<file path="src/hw/rtl/tap_tempo_estimator_top_assert.svh">
// Assertion macros for the tap tempo estimator.
// Used by the top level only; expects clk and rst_n in the including scope.
`ifndef TAP_TEMPO_ESTIMATOR_TOP_ASSERT_SVH
`define TAP_TEMPO_ESTIMATOR_TOP_ASSERT_SVH

// Condition must hold in the same cycle as the trigger
`define TTE_ASSERT_NOW(lbl, trig, cond, msg) \
  lbl: assert property (@(posedge clk) disable iff (!rst_n) (trig) |-> (cond)) \
    else $error(msg);

// Condition must hold in the cycle after the trigger
`define TTE_ASSERT_NEXT(lbl, trig, cond, msg) \
  lbl: assert property (@(posedge clk) disable iff (!rst_n) (trig) |=> (cond)) \
    else $error(msg);

`endif

</file>
<file path="src/hw/rtl/tte_pkg.sv">
// Shared types, constants and helpers for the tap tempo estimator.
// No dependencies; imported by every module of the block but tte_ram.
`timescale 1ns / 1ps
`default_nettype none

package tte_pkg;

  localparam int TAP_SLOTS_DEF   = 8;
  localparam int QUEUE_DEPTH_DEF = 2;

  localparam int STAMP_W    = 32;
  localparam int TIMEOUT_W  = 16;
  localparam int TEMPO_W    = 14;
  localparam int HELD_W     = 4;
  localparam int NUM_W      = 24;
  localparam int CFG_IDX_W  = 2;
  localparam int CFG_DATA_W = 16;

  // Sixteenths of a BPM per interval of one millisecond
  localparam logic [NUM_W-1:0]     Q4_PER_MINUTE_MS = 24'd960000;
  localparam logic [TEMPO_W-1:0]   TEMPO_SAT        = 14'h3FFF;
  localparam logic [HELD_W-1:0]    HELD_SAT         = 4'hF;

  localparam logic [TIMEOUT_W-1:0] TIMEOUT_RST   = 16'd2000;
  localparam logic [TEMPO_W-1:0]   TEMPO_MIN_RST = 14'd320;
  localparam logic [TEMPO_W-1:0]   TEMPO_MAX_RST = 14'd4800;

  // Configuration register indexes
  localparam logic [CFG_IDX_W-1:0] CFG_TIMEOUT   = 2'd0;
  localparam logic [CFG_IDX_W-1:0] CFG_TEMPO_MIN = 2'd1;
  localparam logic [CFG_IDX_W-1:0] CFG_TEMPO_MAX = 2'd2;

  typedef struct packed {
    logic [STAMP_W-1:0] stamp_ms;
    logic               hold;
  } in_t;

  typedef struct packed {
    logic               tempo_valid;
    logic [TEMPO_W-1:0] tempo_q4;
    logic [HELD_W-1:0]  taps_held;
  } out_t;

  typedef enum logic {
    JOB_PASS,
    JOB_DIV
  } job_kind_t;

  typedef struct packed {
    job_kind_t          kind;
    logic [HELD_W-1:0]  held;
    logic [NUM_W-1:0]   num;
    logic [STAMP_W-1:0] sum;
  } job_t;

  typedef struct packed {
    logic push;
    job_t job;
  } q_wr_t;

  typedef enum logic {
    F_IDLE,
    F_PUSH
  } front_state_t;

  typedef enum logic [1:0] {
    B_IDLE,
    B_DIV,
    B_FIN
  } back_state_t;

  // Clamp a tap count to the width of the result field
  function automatic logic [HELD_W-1:0] held_field(input logic [31:0] n);
    logic [HELD_W-1:0] r;
    r = (n > 32'(HELD_SAT)) ? HELD_SAT : n[HELD_W-1:0];
    return r;
  endfunction

endpackage

`default_nettype wire

</file>
<file path="src/hw/rtl/tap_tempo_estimator_top.sv">
// Tap tempo estimator: averages recent tap intervals into a tempo.
// Top level; depends on tte_pkg, tte_front, tte_queue, tte_back and the assertion header.
//
// Usage:
//   Input channel (in_valid / in_stall / in_data) takes one tap: a wrapping
//   millisecond stamp and a hold flag. Result channel (out_valid / out_stall /
//   out_data) gives exactly one item per tap: tempo_valid, tempo_q4 in 1/16 BPM
//   and the number of stamps held. Configuration is a plain write port
//   (cfg_we, cfg_index, cfg_wdata) for timeout, tempo minimum and maximum.
//   A tap that yields no division (hold, first tap) goes from the front end
//   through the queue to the output register; a tempo tap first passes the
//   24-step serial divider. The front end takes no tap while it pushes a job
//   or the job queue is full, and the back end takes no job while it divides.
//   Reset: history empty, registers back to 2000 ms, 320 and 4800; the stamp
//   ring needs no clearing pass, so the block is ready in the first cycle.
//   Receiver stall: the output register holds its item, the back end keeps a
//   finished quotient, the queue fills and in_stall rises.
`timescale 1ns / 1ps
`default_nettype none

module tap_tempo_estimator_top #(
  parameter int TAP_SLOTS   = tte_pkg::TAP_SLOTS_DEF,
  parameter int QUEUE_DEPTH = tte_pkg::QUEUE_DEPTH_DEF
) (
  input  wire logic                           clk,
  input  wire logic                           rst_n,
  input  wire logic                           in_valid,
  output      logic                           in_stall,
  input  wire tte_pkg::in_t                   in_data,
  output      logic                           out_valid,
  input  wire logic                           out_stall,
  output      tte_pkg::out_t                  out_data,
  input  wire logic                           cfg_we,
  input  wire logic [tte_pkg::CFG_IDX_W-1:0]  cfg_index,
  input  wire logic [tte_pkg::CFG_DATA_W-1:0] cfg_wdata
);

  import tte_pkg::*;

  `include "tap_tempo_estimator_top_assert.svh"

  logic [TIMEOUT_W-1:0] timeout_r;
  logic [TEMPO_W-1:0]   tempo_min_r;
  logic [TEMPO_W-1:0]   tempo_max_r;

  q_wr_t q_wr;
  logic  q_full;
  logic  q_empty;
  logic  q_pop;
  job_t  q_data;

  // Configuration registers; unknown indexes are dropped
  always_ff @(posedge clk) begin
    if (!rst_n) begin
      timeout_r   <= TIMEOUT_RST;
      tempo_min_r <= TEMPO_MIN_RST;
      tempo_max_r <= TEMPO_MAX_RST;
    end else if (cfg_we) begin
      unique case (cfg_index)
        CFG_TIMEOUT:   timeout_r   <= cfg_wdata[TIMEOUT_W-1:0];
        CFG_TEMPO_MIN: tempo_min_r <= cfg_wdata[TEMPO_W-1:0];
        CFG_TEMPO_MAX: tempo_max_r <= cfg_wdata[TEMPO_W-1:0];
        default: ;
      endcase
    end
  end

  tte_front #(
    .TAP_SLOTS (TAP_SLOTS)
  ) u_front (
    .clk        (clk),
    .rst_n      (rst_n),
    .in_valid   (in_valid),
    .in_stall   (in_stall),
    .in_data    (in_data),
    .timeout_ms (timeout_r),
    .q_full     (q_full),
    .q_wr       (q_wr)
  );

  tte_queue #(
    .DEPTH (QUEUE_DEPTH)
  ) u_queue (
    .clk     (clk),
    .rst_n   (rst_n),
    .wr      (q_wr),
    .full    (q_full),
    .pop     (q_pop),
    .empty   (q_empty),
    .rd_data (q_data)
  );

  tte_back u_back (
    .clk       (clk),
    .rst_n     (rst_n),
    .q_empty   (q_empty),
    .q_data    (q_data),
    .q_pop     (q_pop),
    .tempo_min (tempo_min_r),
    .tempo_max (tempo_max_r),
    .out_valid (out_valid),
    .out_stall (out_stall),
    .out_data  (out_data)
  );

  // A push always finds room: space was checked when the tap was taken
  `TTE_ASSERT_NOW(a_queue_no_overflow, q_wr.push, !q_full, "job pushed into a full queue")
  // The back end never pops an empty queue
  `TTE_ASSERT_NOW(a_queue_no_underflow, q_pop, !q_empty, "job popped from an empty queue")
  // The front end is busy for the cycle after it takes a tap
  `TTE_ASSERT_NEXT(a_front_busy, in_valid && !in_stall, in_stall, "tap taken back to back")
  // The reported count never exceeds the ring size
  `TTE_ASSERT_NOW(a_held_bound, out_valid, 32'(out_data.taps_held) <= TAP_SLOTS, "count exceeds ring")

endmodule

`default_nettype wire

</file>
<file path="src/hw/rtl/tte_ram.sv">
// Generic single-write, single-read RAM with registered read data.
// No dependencies.
`timescale 1ns / 1ps
`default_nettype none

module tte_ram #(
  parameter int WIDTH = 32,
  parameter int DEPTH = 8
) (
  input  wire logic                                   clk,
  input  wire logic                                   we,
  input  wire logic [((DEPTH > 1) ? $clog2(DEPTH) : 1)-1:0] waddr,
  input  wire logic [WIDTH-1:0]                       wdata,
  input  wire logic                                   re,
  input  wire logic [((DEPTH > 1) ? $clog2(DEPTH) : 1)-1:0] raddr,
  output      logic [WIDTH-1:0]                       rdata
);

  logic [WIDTH-1:0] mem_r [DEPTH];
  logic [WIDTH-1:0] rdata_r;

  // Write port and registered read port
  always_ff @(posedge clk) begin
    if (we) begin
      mem_r[waddr] <= wdata;
    end
    if (re) begin
      rdata_r <= mem_r[raddr];
    end
  end

  assign rdata = rdata_r;

endmodule

`default_nettype wire

</file>
<file path="src/hw/rtl/tte_queue.sv">
// Short job queue between the tap front end and the divider back end.
// Depends on tte_pkg for the job types.
`timescale 1ns / 1ps
`default_nettype none

module tte_queue #(
  parameter int DEPTH = tte_pkg::QUEUE_DEPTH_DEF
) (
  input  wire logic          clk,
  input  wire logic          rst_n,
  input  wire tte_pkg::q_wr_t wr,
  output      logic          full,
  input  wire logic          pop,
  output      logic          empty,
  output      tte_pkg::job_t rd_data
);

  import tte_pkg::*;

  localparam int PTR_W = (DEPTH > 1) ? $clog2(DEPTH) : 1;
  localparam int CNT_W = $clog2(DEPTH + 1);
  localparam logic [PTR_W-1:0] LAST_PTR = PTR_W'(DEPTH - 1);
  localparam logic [CNT_W-1:0] FULL_CNT = CNT_W'(DEPTH);

  job_t             mem_r [DEPTH];
  logic [PTR_W-1:0] wr_ptr_r, wr_ptr_nxt;
  logic [PTR_W-1:0] rd_ptr_r, rd_ptr_nxt;
  logic [CNT_W-1:0] count_r, count_nxt;
  logic             do_push, do_pop;

  assign full    = (count_r == FULL_CNT);
  assign empty   = (count_r == '0);
  assign do_push = wr.push && !full;
  assign do_pop  = pop && !empty;
  assign rd_data = mem_r[rd_ptr_r];

  // Advance pointers and occupancy
  always_comb begin
    wr_ptr_nxt = wr_ptr_r;
    rd_ptr_nxt = rd_ptr_r;
    count_nxt  = count_r;
    if (do_push) begin
      wr_ptr_nxt = (wr_ptr_r == LAST_PTR) ? '0 : wr_ptr_r + 1'b1;
    end
    if (do_pop) begin
      rd_ptr_nxt = (rd_ptr_r == LAST_PTR) ? '0 : rd_ptr_r + 1'b1;
    end
    case ({do_push, do_pop})
      2'b10:   count_nxt = count_r + 1'b1;
      2'b01:   count_nxt = count_r - 1'b1;
      default: count_nxt = count_r;
    endcase
  end

  always_ff @(posedge clk) begin
    if (!rst_n) begin
      wr_ptr_r <= '0;
      rd_ptr_r <= '0;
      count_r  <= '0;
    end else begin
      wr_ptr_r <= wr_ptr_nxt;
      rd_ptr_r <= rd_ptr_nxt;
      count_r  <= count_nxt;
    end
  end

  // Store the pushed job
  always_ff @(posedge clk) begin
    if (do_push) begin
      mem_r[wr_ptr_r] <= wr.job;
    end
  end

endmodule

`default_nettype wire

</file>
<file path="src/hw/rtl/tte_front.sv">
// Tap front end: accepts taps, keeps the stamp history and builds division and pass jobs.
// Depends on tte_pkg and tte_ram.
`timescale 1ns / 1ps
`default_nettype none

module tte_front #(
  parameter int TAP_SLOTS = tte_pkg::TAP_SLOTS_DEF
) (
  input  wire logic                            clk,
  input  wire logic                            rst_n,
  input  wire logic                            in_valid,
  output      logic                            in_stall,
  input  wire tte_pkg::in_t                    in_data,
  input  wire logic [tte_pkg::TIMEOUT_W-1:0]   timeout_ms,
  input  wire logic                            q_full,
  output      tte_pkg::q_wr_t                  q_wr
);

  import tte_pkg::*;

  localparam int SLOT_W = (TAP_SLOTS > 1) ? $clog2(TAP_SLOTS) : 1;
  localparam int CNT_W  = $clog2(TAP_SLOTS + 1);
  localparam int OFS_W  = CNT_W + 1;
  localparam int PROD_W = NUM_W + CNT_W;
  localparam logic [SLOT_W-1:0] LAST_SLOT = SLOT_W'(TAP_SLOTS - 1);
  localparam logic [CNT_W-1:0]  FULL_CNT  = CNT_W'(TAP_SLOTS);
  localparam logic [CNT_W-1:0]  TWO_CNT   = CNT_W'(2);
  localparam logic [OFS_W-1:0]  SLOTS_OFS = OFS_W'(TAP_SLOTS);

  front_state_t        state_r, state_nxt;
  logic [SLOT_W-1:0]   write_slot_r;
  logic [CNT_W-1:0]    tap_total_r;
  logic [STAMP_W-1:0]  last_stamp_r;
  logic [STAMP_W-1:0]  newest_r;
  job_kind_t           kind_r;
  logic [HELD_W-1:0]   held_r;
  logic [NUM_W-1:0]    num_r;

  logic                accept;
  logic                store;
  logic [STAMP_W-1:0]  gap;
  logic                restart;
  logic [SLOT_W-1:0]   slot_new, slot_next, oldest_slot;
  logic [CNT_W-1:0]    tot_base, tot_new, intervals;
  logic [OFS_W-1:0]    slot_ofs, back_ofs, oldest_ofs;
  logic [PROD_W-1:0]   prod;
  logic [STAMP_W-1:0]  oldest_stamp;
  logic [STAMP_W-1:0]  span;

  assign in_stall = (state_r != F_IDLE) || q_full;
  assign accept   = in_valid && !in_stall;
  assign store    = accept && !in_data.hold;

  // Classify the tap against the history
  assign gap      = in_data.stamp_ms - last_stamp_r;
  assign restart  = (tap_total_r != '0) && (gap > STAMP_W'(timeout_ms));
  assign slot_new = restart ? '0 : write_slot_r;
  assign tot_base = restart ? '0 : tap_total_r;
  assign tot_new  = (tot_base < FULL_CNT) ? tot_base + 1'b1 : tot_base;
  assign slot_next = (slot_new == LAST_SLOT) ? '0 : slot_new + 1'b1;
  assign intervals = tot_new - 1'b1;

  // Locate the oldest stamp still held, counting back around the ring
  assign slot_ofs   = OFS_W'(slot_new);
  assign back_ofs   = OFS_W'(intervals);
  assign oldest_ofs = (slot_ofs >= back_ofs) ? slot_ofs - back_ofs
                                             : slot_ofs + SLOTS_OFS - back_ofs;
  assign oldest_slot = oldest_ofs[SLOT_W-1:0];

  // Numerator of the tempo division
  assign prod = PROD_W'(Q4_PER_MINUTE_MS) * PROD_W'(intervals);

  tte_ram #(
    .WIDTH (STAMP_W),
    .DEPTH (TAP_SLOTS)
  ) u_stamp_ring (
    .clk   (clk),
    .we    (store),
    .waddr (slot_new),
    .wdata (in_data.stamp_ms),
    .re    (accept),
    .raddr (oldest_slot),
    .rdata (oldest_stamp)
  );

  // Intervals telescope: their wrapping sum is newest minus oldest
  assign span = newest_r - oldest_stamp;

  // Sequence the accept and push cycles
  always_comb begin
    state_nxt       = state_r;
    q_wr.push       = 1'b0;
    q_wr.job.kind   = kind_r;
    q_wr.job.held   = held_r;
    q_wr.job.num    = num_r;
    q_wr.job.sum    = (kind_r == JOB_DIV) ? span : '0;
    unique case (state_r)
      F_IDLE: begin
        if (accept) begin
          state_nxt = F_PUSH;
        end
      end
      F_PUSH: begin
        q_wr.push = 1'b1;
        state_nxt = F_IDLE;
      end
      default: state_nxt = F_IDLE;
    endcase
  end

  always_ff @(posedge clk) begin
    if (!rst_n) begin
      state_r      <= F_IDLE;
      write_slot_r <= '0;
      tap_total_r  <= '0;
    end else begin
      state_r <= state_nxt;
      if (store) begin
        write_slot_r <= slot_next;
        tap_total_r  <= tot_new;
      end
    end
  end

  // Capture the job fields of an accepted tap
  always_ff @(posedge clk) begin
    if (store) begin
      last_stamp_r <= in_data.stamp_ms;
    end
    if (accept) begin
      newest_r <= in_data.stamp_ms;
      num_r    <= prod[NUM_W-1:0];
      if (in_data.hold) begin
        kind_r <= JOB_PASS;
        held_r <= held_field(32'(tap_total_r));
      end else begin
        kind_r <= (tot_new >= TWO_CNT) ? JOB_DIV : JOB_PASS;
        held_r <= held_field(32'(tot_new));
      end
    end
  end

endmodule

`default_nettype wire

</file>
<file path="src/hw/rtl/tte_back.sv">
// Divider back end: serial tempo division, range test and output register.
// Depends on tte_pkg.
`timescale 1ns / 1ps
`default_nettype none

module tte_back (
  input  wire logic                          clk,
  input  wire logic                          rst_n,
  input  wire logic                          q_empty,
  input  wire tte_pkg::job_t                 q_data,
  output      logic                          q_pop,
  input  wire logic [tte_pkg::TEMPO_W-1:0]   tempo_min,
  input  wire logic [tte_pkg::TEMPO_W-1:0]   tempo_max,
  output      logic                          out_valid,
  input  wire logic                          out_stall,
  output      tte_pkg::out_t                 out_data
);

  import tte_pkg::*;

  localparam int STEP_W = $clog2(NUM_W);
  localparam logic [STEP_W-1:0] LAST_STEP = STEP_W'(NUM_W - 1);

  back_state_t          state_r, state_nxt;
  logic [STAMP_W-1:0]   rem_r, rem_nxt;
  logic [NUM_W-1:0]     quo_r, quo_nxt;
  logic [STAMP_W-1:0]   div_r, div_nxt;
  logic [HELD_W-1:0]    held_r, held_nxt;
  logic [STEP_W-1:0]    step_r, step_nxt;
  logic                 out_valid_r, out_valid_nxt;
  out_t                 out_data_r, out_data_nxt;

  logic                 out_free;
  logic                 direct;
  logic [STAMP_W:0]     trial, diff;
  logic                 fits;
  logic                 in_range;
  logic [TEMPO_W-1:0]   tempo_sat;

  assign out_free = !out_valid_r || !out_stall;
  assign direct   = (q_data.kind == JOB_PASS) || (q_data.sum == '0);

  // One restoring division step
  assign trial = {rem_r, quo_r[NUM_W-1]};
  assign diff  = trial - {1'b0, div_r};
  assign fits  = (trial >= {1'b0, div_r});

  // Saturate and range-test the quotient
  assign tempo_sat = (quo_r > NUM_W'(TEMPO_SAT)) ? TEMPO_SAT : quo_r[TEMPO_W-1:0];
  assign in_range  = (quo_r >= NUM_W'(tempo_min)) && (quo_r <= NUM_W'(tempo_max));

  always_comb begin
    state_nxt     = state_r;
    rem_nxt       = rem_r;
    quo_nxt       = quo_r;
    div_nxt       = div_r;
    held_nxt      = held_r;
    step_nxt      = step_r;
    q_pop         = 1'b0;
    out_valid_nxt = out_valid_r && out_stall;
    out_data_nxt  = out_data_r;
    unique case (state_r)
      B_IDLE: begin
        if (!q_empty && (!direct || out_free)) begin
          q_pop = 1'b1;
          if (direct) begin
            out_valid_nxt          = 1'b1;
            out_data_nxt.tempo_valid = 1'b0;
            out_data_nxt.tempo_q4  = (q_data.kind == JOB_PASS) ? '0 : TEMPO_SAT;
            out_data_nxt.taps_held = q_data.held;
          end else begin
            rem_nxt   = '0;
            quo_nxt   = q_data.num;
            div_nxt   = q_data.sum;
            held_nxt  = q_data.held;
            step_nxt  = '0;
            state_nxt = B_DIV;
          end
        end
      end
      B_DIV: begin
        rem_nxt  = fits ? diff[STAMP_W-1:0] : trial[STAMP_W-1:0];
        quo_nxt  = {quo_r[NUM_W-2:0], fits};
        step_nxt = step_r + 1'b1;
        if (step_r == LAST_STEP) begin
          state_nxt = B_FIN;
        end
      end
      B_FIN: begin
        // Hold the quotient until the output register frees up
        if (out_free) begin
          out_valid_nxt            = 1'b1;
          out_data_nxt.tempo_valid = in_range;
          out_data_nxt.tempo_q4    = tempo_sat;
          out_data_nxt.taps_held   = held_r;
          state_nxt                = B_IDLE;
        end
      end
      default: state_nxt = B_IDLE;
    endcase
  end

  always_ff @(posedge clk) begin
    if (!rst_n) begin
      state_r     <= B_IDLE;
      out_valid_r <= 1'b0;
    end else begin
      state_r     <= state_nxt;
      out_valid_r <= out_valid_nxt;
    end
  end

  always_ff @(posedge clk) begin
    rem_r      <= rem_nxt;
    quo_r      <= quo_nxt;
    div_r      <= div_nxt;
    held_r     <= held_nxt;
    step_r     <= step_nxt;
    out_data_r <= out_data_nxt;
  end

  assign out_valid = out_valid_r;
  assign out_data  = out_data_r;

endmodule

`default_nettype wire
</file>
<file path="config.mk">
export PLATFORM = sky130hd
export DESIGN_NAME = tap_tempo_estimator_top
export DESIGN_NICKNAME = d
export VERILOG_FILES = /design/src/hw/rtl/tte_pkg.sv /design/src/hw/rtl/tap_tempo_estimator_top.sv /design/src/hw/rtl/tte_ram.sv /design/src/hw/rtl/tte_queue.sv /design/src/hw/rtl/tte_front.sv /design/src/hw/rtl/tte_back.sv
export VERILOG_INCLUDE_DIRS = /design/src /design/src/hw/rtl
export SDC_FILE = /design/constraint.sdc
export NUM_CORES = 1
export LEC_CHECK = 0
export BUFFER_PORTS_ARGS = -buffer_cell sky130_fd_sc_hd__clkbuf_2
export CAP_MARGIN = 20
export CORE_MARGIN = 1.5
export CORE_UTILIZATION = 52
export DETAILED_ROUTE_END_ITERATION = 16
export PLACE_DENSITY_LB_ADDON = 0.1
export SYNTH_ARGS = -nofsm -noshare
export SYNTH_HDL_FRONTEND = slang
export SYNTH_SLANG_ARGS = --single-unit
export TNS_END_PERCENT = 20
</file>
<file path="constraint.sdc">
create_clock -name clk -period 10.2 [get_ports clk]
set_input_delay 1.02 -clock clk [delete_from_list [all_inputs] [get_ports clk]]
set_output_delay 1.02 -clock clk [all_outputs]
set_load 0.005 [all_outputs]
</file>
== Yosys cells after proc, flatten, opt, wreduce, memory -nomap -nowiden ==
Memory sizes are Yosys's and may differ from the RTL's. A register that Yosys moved wholly into a read port is not among the register bits.
Index checks and enable logic that the tools add are counted.

* Memories: 2
* Flip-flop bits (word level): 259
* Input bits: 56
* RAM bits: 360

* Reductions and logical operators: 34
* Mux-type cells: 47
* Multiply operators: 1
* Bitwise operators: 3
* $lt $le $gt $ge: 8
* Add/sub/neg operators: 14
* Eq/ne operators: 14

{| class="wikitable"
|+ Memories
! memory !! words !! bits a word !! read ports !! clocked after memory_dff !! wr ports !! RTL line !! RTL
|-
| u_front.u_stamp_ring.mem_r || 8 || 32 || 1 || 1 || 1 || tte_ram.sv:19 || <nowiki>logic [WIDTH-1:0] mem_r [DEPTH];</nowiki>
|-
| u_queue.mem_r || 2 || 52 || 1 || 1 || 1 || tte_queue.sv:25 || <nowiki>job_t mem_r [DEPTH];</nowiki>
|}

{| class="wikitable"
|+ Operator list
! cell !! number
|-
| $mux 32 || 4
|-
| $sub 32x32->32 || 3
|-
| $pmux 32 s2 || 1
|-
| $mux 19 || 3
|-
| $mux 24 || 2
|-
| $pmux 24 s2 || 1
|-
| $pmux 19 s2 || 1
|-
| $ge 33x32->1 || 1
|-
| $gt 32x16->1 || 1
|-
| $logic_not 32->1 || 1
|-
| $mux 14 || 2
|-
| $ge 24x14->1 || 1
|-
| $gt 24x14->1 const B || 1
|-
| $le 24x14->1 || 1
|-
| $mux 1 || 16
|-
| $mul 11x4->15 const A || 1
|-
| $mux 4 || 3
|-
| $mux 5 || 2
|-
| $pmux 5 s2 || 1
|-
| $mux 3 || 3
|-
| $eq 2x2->1 const B || 4
|-
| $logic_and 1x1->1 || 8
|-
| $mux 2 || 4
|-
| $ne 2x1->1 const B || 4
|-
| other kinds (27) || 52
|}

== Depth between registers and ports, before layout ==
* Depth after elaboration: 10
* Mapped depth: 47

== Hierarchy ==
A second synthesis with hierarchy kept.

* Cells, all modules: 2,378
* Area, all modules: 32,417.3 sq um

{| class="wikitable"
|+ Modules (own cells, without submodules)
! module !! cells an instance !! sequential area each (sq um) !! instances !! area each (sq um)
|-
| tte_ram || 415 || 8,648.3 || 1 || 10,786.6
|-
| tte_front || 843 || 2,682.6 || 1 || 7,943.9
|-
| tte_back || 733 || 3,543.4 || 1 || 7,327.0
|-
| tte_queue || 216 || 3,763.6 || 1 || 4,620.7
|-
| tap_tempo_estimator_top || 171 || 880.8 || 1 || 1,739.2
|}

== Least setup slack after synthesis ==
Ideal clock, no wire load.

* Path kind: input-to-reg
* From: in in_data[1] (netlist bit)
* To: reg u_front.num_r[23], data pin
* Arrival: 9.027 ns
* Cell stages on the path: 43
* Buffers on the path: 2
* Data required time: 9.942 ns
* Path slack: 0.916 ns
* Cell sequence: inv_1 -> ha_1 -> fa_1 -> nor2b_4 -> o31a_1 -> o21ai_0 -> o21bai_1 -> a21boi_0 -> o21bai_1 -> a21oi_1 -> nor2b_1 -> o21a_1 -> nor2_1 -> xnor2_1 -> ha_1 -> a21o_1 -> a211oi_1 -> a22o_1 -> (+7 left out) -> inv_1 -> a21oi_1 -> o221a_2 -> o21ai_0 -> nor4_1 -> ha_1 -> ha_1 -> ha_1 -> a21o_1 -> a21oi_1 -> o21bai_1 -> a31oi_1 -> nor2b_1 -> o21a_1 -> o21ai_0 -> nand2b_1 -> a21oi_1 -> xnor2_1

* Cells in the longest elaborated chain, start to end: 8
* Elaborated cells between the ends (all ways): 9
* Classes of those cells: add/sub: 3; mul: 1; order compare: 2; mux: 2; reduce/logical: 1

{| class="wikitable"
|+ RTL lines
! item !! RTL line !! RTL
|-
| start, declared || tap_tempo_estimator_top.sv:29 || <nowiki>input wire tte_pkg::in_t in_data,</nowiki>
|-
| $sub 32x32->32 * || tte_front.sv:55 || <nowiki>assign gap = in_data.stamp_ms - last_stamp_r;</nowiki>
|-
| $gt 32x16->1 * || tte_front.sv:56 || <nowiki>assign restart = (tap_total_r != '0) && (gap > STAMP_W'(timeout_ms));</nowiki>
|-
| $logic_and 1x1->1 * || tte_front.sv:56 ||
|-
| $mux 4 * || tte_front.sv:58 || <nowiki>assign tot_base = restart ? '0 : tap_total_r;</nowiki>
|-
| $add 4x1->4 / $lt 4x4->1 (equally long branches) || tte_front.sv:59 || <nowiki>assign tot_new = (tot_base < FULL_CNT) ? tot_base + 1'b1 : tot_base;</nowiki>
|-
| $mux 4 * || tte_front.sv:59 ||
|-
| $sub 4x1->4 * || tte_front.sv:61 || <nowiki>assign intervals = tot_new - 1'b1;</nowiki>
|-
| $mul 11x4->15 * || tte_front.sv:71 || <nowiki>assign prod = PROD_W'(Q4_PER_MINUTE_MS) * PROD_W'(intervals);</nowiki>
|-
| net u_front.prod[23] || tte_front.sv:46 || <nowiki>logic [PROD_W-1:0] prod;</nowiki>
|-
| end signal, assigned || tte_front.sv:132 || <nowiki>num_r <= prod[NUM_W-1:0];</nowiki>
|-
| end, declared || tte_front.sv:37 || <nowiki>logic [NUM_W-1:0] num_r;</nowiki>
|}

Mark *: on every way through the listed nets, which the timed path passes. The rest lies on a longest branch.
A chain may end at the register's enable or synchronous reset.

== Worst setup path after layout ==
Same ends and word-level chain as after synthesis.

==> metrics.txt <==
outcome=complete, no violations; Yosys cell types=88; max-cap violations=0; P_int=5.81 mW; IO Port Bufs=76; area delta synth->final=12.1%; Comb power frac=26.4%; cell repeated most along the worst path=ha_1; unrepaired setup endpoints after global routing=no; largest net degree at the start of global routing=65; clk sink count=652; flops & latches, synth=652; first-pass GRT wire length=108 mm; Sw Pwr=2.52 mW; synth warn=0; hold buffers post-CTS=0; Hold Path End=u_queue.mem_r[0][42]; CP Data Arrival Time=9.90 ns; crit path max-delay cell type=or4_1; Slew headroom=28.8%; sw frac=30.2%; Post-DRT Antenna Nets=0; Core Box Area=59,400 um2; Final HPWL DP=46.1 mm; final setup violating endpoints=0; Leak=13.3 nW; R2R Path Start=u_front.last_stamp_r[2]; num rows=89; Worst-Skew Late Latency=0.62 ns; Remaining Overflow, GRT=0; register area share after synthesis=60.4%; crit end category=flop; post-route minimum period=9.55 ns; r2r setup slk=0.86 ns; crit path buf inv count=2; fraction of registers with async set/reset=0%; VDD IR max=156 uV; largest family of logic cells by synthesized area=multiplexers; Slowest Stage Delay on Critical Path=0.66 ns; Tot Pwr=8.33 mW; Synth Area in Simple Gates=8.69%; Die W=249 um; multiplexer share of the synthesized area=9.11%; Final Cycle Share=93.6%; compound-cell area share of the yosys netlist=8.90%; initial antenna violation count=1; antenna cells=0; worst hold path depth=0; share of cells above drive strength 1=16.3%; crit-path max FO=8; worst slew pin tran=1.07 ns; CP delay by family, top=compound AO/OA/AOI/OAI gates; Syn Nets=2,552; worst-case clock buffer depth=3; placed instance count=3,130; sequential power share=42.8%; clock skew=0.0236 ns; min-delay src=u_front.num_r[19]; Clock transition at path regs=0.05 ns; worst min path class=flop to flop; most common cell after layout, fill and taps aside=edfxtp_1; IO Pins=77; Post-Synthesis Cells=2,320; RR Endpoint=u_front.num_r[23]; Post-layout nets=2,663; DRT iter0 DRCs=1,389; Synth Area in XOR/XNOR=2.59%; adder-cell share of the synthesized area=7.15%; Reg2Reg Depth=41; pwr dens=237 nW/um2; Crit. Startpoint=in_data[1]; clock power share=30.8%; Max Clk Rate=0.105 GHz; CTS tree=done; starting density of the core=52.9%; top cells by area, synth=edfxtp_1 57%, ha_1 6.8%, mux4_2 4.6%; vias per inst=5.74; Slew Limit Fails=0; DR DRC count=0; Detailed Routing Iterations Pass 1=6; die area=61,900 um2; mapped cell area=31,400 um2; Num CTS Buffers=71; CTS H-tree depth=3; Setup CP Type=input port to flop; total global-route track usage=22.5%; drt total wl=68.8 mm; Critical Path Start Type=input port; ys flop type=edfxtp_1; die height=249 um; vias=18,700; most frequent cells in the layout=592 x edfxtp_1, 175 x inv_1, 169 x ha_1; CP required=10.55 ns; post-synth top area share=56.6%; clock root buffer master=clkbuf_16; Final Hold Viols=0; number of synthesized flops with an enable pin=592; vias in the first global route=18,900; WL per Instance=21.1 um; Avg Inst Size Synth=13.5 um2; Yosys top cell by area=edfxtp_1; Routability Congestion=0.896; Post-Layout Cell Count=3,259; fillers=4,626
## worst max path at each step
stage,endpoint,depth (start not counted)
6_report,u_front.num_r[23],43
2_1_floorplan,u_front.num_r[23],43
3_5_place_dp,u_front.num_r[23],44
3_3_place_gp,u_front.num_r[23],43
4_1_cts,u_front.num_r[23],44
5_1_grt,u_front.num_r[23],44
## synthesized netlist by cell type (20+ instances only)
master	instances
edfxtp_1	592
inv_1	176
ha_1	170
nand2_1	161
a21oi_1	120
nor2_1	119
mux4_2	64
dfxtp_1	60
xnor2_1	60
a21o_1	57
clkbuf_1	57
o21ai_0	57
mux2i_1	44
and2_1	43
mux2_2	42
a21boi_0	40
o21a_1	35
xor2_1	31
mux2_4	30
nand3_1	27
nor2b_1	24
nor4_1	24
nor3_1	23
nand2b_1	22
o211ai_1	20
## logic make-up after synthesis
logic type,after synthesis
XOR/XNOR,92
flip-flops,652
adder cells (fa/ha/maj),176
buffers and inverters,252
AO/OA/AOI/OAI,425
multiplexers,184
AND/OR/NAND/NOR,539
## layout make-up
cell class	instances	area (um2)	area share, %
Sequential cell	652	19000	53.9
Multi-Input combinational cell	1416	11600	32.9
Clock buffer	94	1960	5.56
Tap cell	773	967	2.75
Timing Repair Buffer	113	687	1.95
Inverter	177	666	1.89
Clock inverter	34	380	1.08
## routing by layer
metal  vias up  wire length [um]  global-route usage, %
li1       8885                 -                      -
met1      9286             31100                   30.6
met2       406             32800                   37.2
met3       128              2820                   3.40
met4         0              2090                   7.52
met5         -                 0                      0
## flip-flops by register name, summed over array words and instances (netlist names), 3 cells and up, named ones only
signal	cells
tempo_max_r	14
tempo_min_r	14
timeout_r	16
u_back.div_r	32
u_back.held_r	4
u_back.out_data	19
u_back.quo_r	24
u_back.rem_r	32
u_back.step_r	5
u_front.held_r	4
u_front.last_stamp_r	32
u_front.newest_r	32
u_front.num_r	15
u_front.tap_total_r	4
u_front.u_stamp_ring.mem_r	256
u_front.u_stamp_ring.rdata	32
u_front.write_slot_r	3
u_queue.mem_r	104
## worst reg2reg max path, delay by kind of cell (launching register included)
family,cells,cell delay [ns]
xor gates and xnor gates,2,0.21
adders and majority gates,7,2.06
DFF,1,0.37
muxes,1,0.27
buffers and inverters,1,0.07
AOI/OAI and AO/OA,19,3.63
and+or+nand+nor,11,2.50
## stage by stage
step	hold WS, ns	TNS, ns	setup WS (ns)	instance area [um2]	util, %
2_1_floorplan	0.421	0	0.916	31400	-
3_3_place_gp	0.425	0	0.166	32800	55.3
3_5_place_dp	0.431	-0.0102	-0.0102	32900	55.4
4_1_cts	0.450	0	0.561	35200	59.3
5_1_grt	0.459	0	0.0305	35200	59.3
6_report	0.450	0	0.650	35200	59.3
## power groups by stage
stage	clock [mW]	sequential (mW)	combinational, mW
final	2.56	3.57	2.20
after global routing	2.72	3.60	2.45
after CTS	2.62	3.57	2.21
after detailed placement	0	3.62	2.19
after global placement	0	3.61	2.16
after floorplan	0	3.57	1.62
## what timing repair did
action / in CTS / in global routing
buffers inserted: 0 / 0
hold endpoints to repair: 0 / 0
gates resized for setup: 0 / 1
setup endpoints to repair: 0 / 2
Power figures use the tool's default switching activity.
